--- src/rtl/core/sti_pkg.sv ---
// sti_pkg: shared constants and types for the sorted table insert/remove block
// used by sti_cell and sorted_table_insert_remove
`timescale 1ns / 1ps

package sti_pkg;

    localparam int TABLE_DEPTH = 64;
    localparam int CNT_W       = $clog2(TABLE_DEPTH + 1);
    localparam int VAL_W       = 32;
    localparam int COUNT_OUT_W = 7;
    localparam int COUNT_MAX   = (1 << COUNT_OUT_W) - 1;

    typedef enum logic {
        REQ_INSERT = 1'b0,
        REQ_REMOVE = 1'b1
    } req_type_t;

    typedef enum logic [1:0] {
        ST_INSERTED  = 2'd0,
        ST_REMOVED   = 2'd1,
        ST_NOT_FOUND = 2'd2,
        ST_FULL      = 2'd3
    } status_t;

    // per-cycle commands broadcast to every cell
    typedef struct packed {
        logic ins_en;
        logic rem_en;
    } cell_ctrl_t;

endpackage

--- src/rtl/core/sti_cell.sv ---
// sti_cell: one slot of the sorted table, holding one entry and shifting with its neighbors
// depends on sti_pkg
`timescale 1ns / 1ps

module sti_cell
    import sti_pkg::*;
(
    input  logic                    aclk,
    input  cell_ctrl_t              ctrl,
    input  logic signed [VAL_W-1:0] value,
    input  logic                    occupied,
    input  logic                    left_less,
    input  logic signed [VAL_W-1:0] left_entry,
    input  logic signed [VAL_W-1:0] right_entry,
    output logic                    less,
    output logic                    hit,
    output logic signed [VAL_W-1:0] entry,
    output logic signed [VAL_W-1:0] entry_next
);

    logic signed [VAL_W-1:0] entry_reg;

    assign entry = entry_reg;
    assign less  = occupied && (entry_reg < value);
    // first entry not below the word value, and equal to it
    assign hit   = occupied && !less && left_less && (entry_reg == value);

    always_comb begin
        entry_next = entry_reg;
        if (ctrl.ins_en && !less) begin
            entry_next = left_less ? value : left_entry;
        end else if (ctrl.rem_en && !less) begin
            entry_next = right_entry;
        end
    end

    always_ff @(posedge aclk) begin
        entry_reg <= entry_next;
    end

endmodule

--- config.mk ---
export PLATFORM = sky130hd
export DESIGN_NAME = sti_cell
export DESIGN_NICKNAME = d
export VERILOG_FILES = /design/src/rtl/core/sti_pkg.sv /design/src/rtl/core/sti_cell.sv
export SDC_FILE = /design/constraint.sdc
export NUM_CORES = 1
export LEC_CHECK = 0
export BUFFER_PORTS_ARGS = -buffer_cell sky130_fd_sc_hd__buf_2
export CAP_MARGIN = 5
export CORE_ASPECT_RATIO = 0.75
export CORE_MARGIN = 2
export CORE_UTILIZATION = 46
export DETAILED_ROUTE_END_ITERATION = 6
export PLACE_DENSITY = 0.87
export RECOVER_POWER = 25
export SYNTH_ARGS = -nofsm -noshare
export SYNTH_HDL_FRONTEND = slang
export SYNTH_SLANG_ARGS = --single-unit
--- constraint.sdc ---
create_clock -name aclk -period 5.67 [get_ports aclk]
set_input_delay 1.134 -clock aclk [delete_from_list [all_inputs] [get_ports aclk]]
set_output_delay 1.134 -clock aclk [all_outputs]
set_load 0.005 [all_outputs]
Yosys cells after proc, flatten, opt, wreduce, memory -nomap -nowiden
Index checks and enable logic that the tools add are counted.
W data, S select, Z words.
{"block": "op_classes", "magnitude_cmp": 1, "eq_ne": 1, "n_mux": 3, "n_reduce_logical": 7}
{"operator": "$mux W32", "n": 3}
{"operator": "$eq A32 B32 Y1", "n": 1}
{"operator": "$lt A32 B32 Y1", "n": 1}
{"operator": "$logic_and A1 B1 Y1", "n": 6}
{"operator": "$logic_not A1 Y1", "n": 1}
{"block": "word_totals", "regBits": 32, "in_bits": 101, "out_inout_bits": 66, "word_cells": 13}

Logic depth before layout (Yosys ltp)
{"block": "logic_depth", "ltp_word": 6, "mapped_depth": 10, "depth_no_buf": 8}

Worst setup path before layout
No wires, ideal clock.
{"block": "synth_timing", "kind": "in2out", "startpoint": "input port value[13]", "endpoint": "output port entry_next[10]", "arrival_time_ns": 3.097, "slack_ns": 1.439, "stages": 10, "path_buffers": 2, "path_cell_list": "inv_1 > ha_1 > a211oi_1 > nor2_1 > a2111oi_0 > a31o_1 > buf_2 > clkbuf_1 > a31oi_1 > a221o_1"}
{"block": "synth_between", "elab_chain_cells": 6}
{"element": "from (decl)", "line": "sti_cell.sv:10", "rtl": "input logic signed [VAL_W-1:0] value,"}
{"element": "$lt A32 B32 Y1 *", "line": "sti_cell.sv:24", "rtl": "assign less = occupied && (entry_reg < value);"}
{"element": "$logic_and A1 B1 Y1 *", "line": "sti_cell.sv:24"}
{"element": "$logic_not A1 Y1 *", "line": "sti_cell.sv:30, sti_cell.sv:32"}
{"element": "$logic_and A1 B1 Y1", "line": "sti_cell.sv:32", "rtl": "end else if (ctrl.rem_en && !less) begin"}
{"element": "$mux W32", "line": "sti_cell.sv:32"}
{"element": "$mux W32 *", "line": "sti_cell.sv:30", "rtl": "if (ctrl.ins_en && !less) begin"}
{"element": "to (decl)", "line": "sti_cell.sv:18", "rtl": "output logic signed [VAL_W-1:0] entry_next"}
Mark *: on every way between the ends. The rest lies on a longest branch, timed or not.

Worst setup path after layout
{"block": "layout_timing", "startpoint": "input port value[13]", "endpoint": "output port entry_next[22]"}
The elaborated chain is that of the path after synthesis.

==> results.txt <==
Max Root-Sink Buffers - 2
CTS resizes - 0
WL final - 8.67 mm
Largest net degree at the start of global routing - 64
Synth cell types - 29
Max Freq - 195 MHz
RSZ-0062 raised after global routing - false
Post-synth EDFFs - 0
CP max stage delay - 0.72 ns
Final Critical Period - 5.12 ns
Leakage - 1.77 nW
Most common cell in the netlist - nand2_1
Mapped Area - 2530 sq um
Slew Limit Fails - 0
Clock tree from TritonCTS - yes
Number of flip-flops in the largest register - 32
Peak VDD IR - 0.000212 V
Max cap viols - 0
Buf/Inv on CP - 4
Worst setup SP type - primary input
Die height - 68.2 um
Avg Cell Area, Syn - 8.05 sq um
Warnings, synthesis - 0
Drt first pass iters - 4
Main flop type after synthesis - dfxtp_1
Slowest CP cell - a31oi_2
Rows - 23
Fin nets - 595
Vias per std cell - 5.77
Setup bufs post-CTS - 0
Worst-path clk slew - 0.07 ns
Most common cell on crit path - buf_2
CTS root buf - clkbuf_8
Number of port buffers - 166
IO Count - 167
Final setup vio count - 0
Register area share after synthesis - 25.4%
Worst path top cell family by delay - compound AO/OA/AOI/OAI gates
TNS Setup - 0 ns
Outcome - finished clean
CTS Buf Count - 5
GR Overflow Total - 0
Area leader, netlist - dfxtp_1
CTS sink cnt - 32
Routed length per placed instance - 16.1 um
GP Congestion - 0.792
CP required - 4.54 ns
Worst setup EP type - primary output
CP cell instances - buf_2, inv_1, ha_1, nand4_1, nor4_1, o21ai_1, a31o_1, a31oi_2, buf_4, a221o_1, buf_2
Initial antenna violation count - 0
Power per Cell Area - 406 nW/um^2
Storage element area - 641 sq um
Fillers - 472
Area Growth Syn to Fin - 35.1%
HPWL after DPL - 6.47 mm
Slew HR - 26.2%
Die area - 6110 sq um
DP Area - 3340 sq um
Worst Hold Class - reg -> reg
Worst EP arrival - 3.98 ns
CP Class - in -> out
Pwr Total - 1.38 mW
Commonest cells post-synth - nand2_1, inv_1, dfxtp_1, ha_1
Clock Skew - 0.00331 ns
Clock latency on the worst-skew pair - 0.28 ns
Initial core utilization - 47.5%
Hold EP - entry[30]
Hold path startpoint - entry[30]
Total global-route track usage - 27.6%
Area taken by multi-input logic gates - 1620 sq um
Period utilization - 90.3%
First-pass GRT wire length - 13.2 mm
DRC Markers - 0
Hold Path Depth - 2
Core area - 5320 sq um
Worst r2r src - entry[13]
Fin area - 3410 sq um
Synth top area cells - dfxtp_1, ha_1, a221o_1
Hold_buf cts - 0
Die width - 89.6 um
Post-synth top area share - 25.4%
Slew @ Worst Pin - 1.11 ns
Vias in the first global route - 2860
Reg2Reg Setup Slack - 2.67 ns
Vias - 3103
DRT iter0 DRCs - 194
Worst r2r path cells - 8
Number of synthesized register bits - 32
Crit-path max FO - 16
Cells after Synth - 314
Ant diodes - 0
Reg2reg end - entry[22]
Fin. Hold Viols - 0
Layout cell share with drive strength beyond 1 - 34.8%
H-tree depth - 2
Cell depth of the worst setup path - 11
Synth Net Count - 447
Asr flop ratio synth - 0%
Antenna-violating nets left - 0
metrics by stage:
step,hold slack (ns),setup WS [ns],util (%),instances
2_1_floorplan,0.509,1.44,-,314
3_3_place_gp,0.495,0.728,62.8,530
3_5_place_dp,0.495,0.595,62.8,530
4_1_cts,0.504,0.568,64.5,538
5_1_grt,0.534,0.250,64.1,538
6_report,0.503,0.553,64.1,538
layer usage:
layer  vias up  routed length (um)  GRT usage (%)
met5         -                   0              0
met4         0                  60           7.84
met3        10                 766           6.15
met2       163                4030           45.5
met1      1438                3810           36.2
li1       1492                   -              -
layout by cell type, fill, tap and decap left out, types with 7 or more instances in the layout:
master,instances
o211ai_1,30
a221o_1,31
dfxtp_1,32
clkbuf_1,20
nand4_1,7
ha_1,32
nand2_1,39
a21oi_1,12
buf_2,148
a31oi_1,30
nor2_1,7
inv_1,36
worst max-delay path by stage:
stage	from	to	slack (ns)
after global routing	value[13]	entry_next[20]	0.25
after global placement	value[31]	entry_next[25]	0.73
after CTS	value[13]	entry_next[26]	0.57
after detailed placement	value[13]	entry_next[26]	0.59
final	value[13]	entry_next[22]	0.55
after floorplan	value[13]	entry_next[10]	1.44
cell type report:
class	instances	share of cell area, %
multi-input combinational	218	47.5
timing repair buffer	169	24.3
sequential	32	18.8
inverter	36	3.96
tap	75	2.75
clock buffer	8	2.64
worst reg2reg max path, stage by stage, from the launching register on:
cell,delay (ns)
dfxtp_1,0.33
ha_1,0.32
nand4_1,0.18
nor4_1,0.42
o21ai_1,0.14
a31o_1,0.26
a31oi_2,0.72
buf_4,0.36
a221o_1,0.21
report_power, final:
group / internal, mW / switching [mW] / total [mW]
Combinational: 0.353 / 0.434 / 0.787
Sequential: 0.326 / 0.0880 / 0.414
Clock: 0.0990 / 0.0835 / 0.183
Total: 0.779 / 0.605 / 1.38
cells by family (layout without fill, tap and decap cells):
family	after synthesis	in the layout	synth area share, %
simple gates	61	61	10.6
buf+inv	64	213	10.7
fa+ha+maj	32	32	15.8
mux	2	2	0.793
compound gates	123	123	36.7
flops	32	32	25.4
Power figures use the tool's default switching activity.
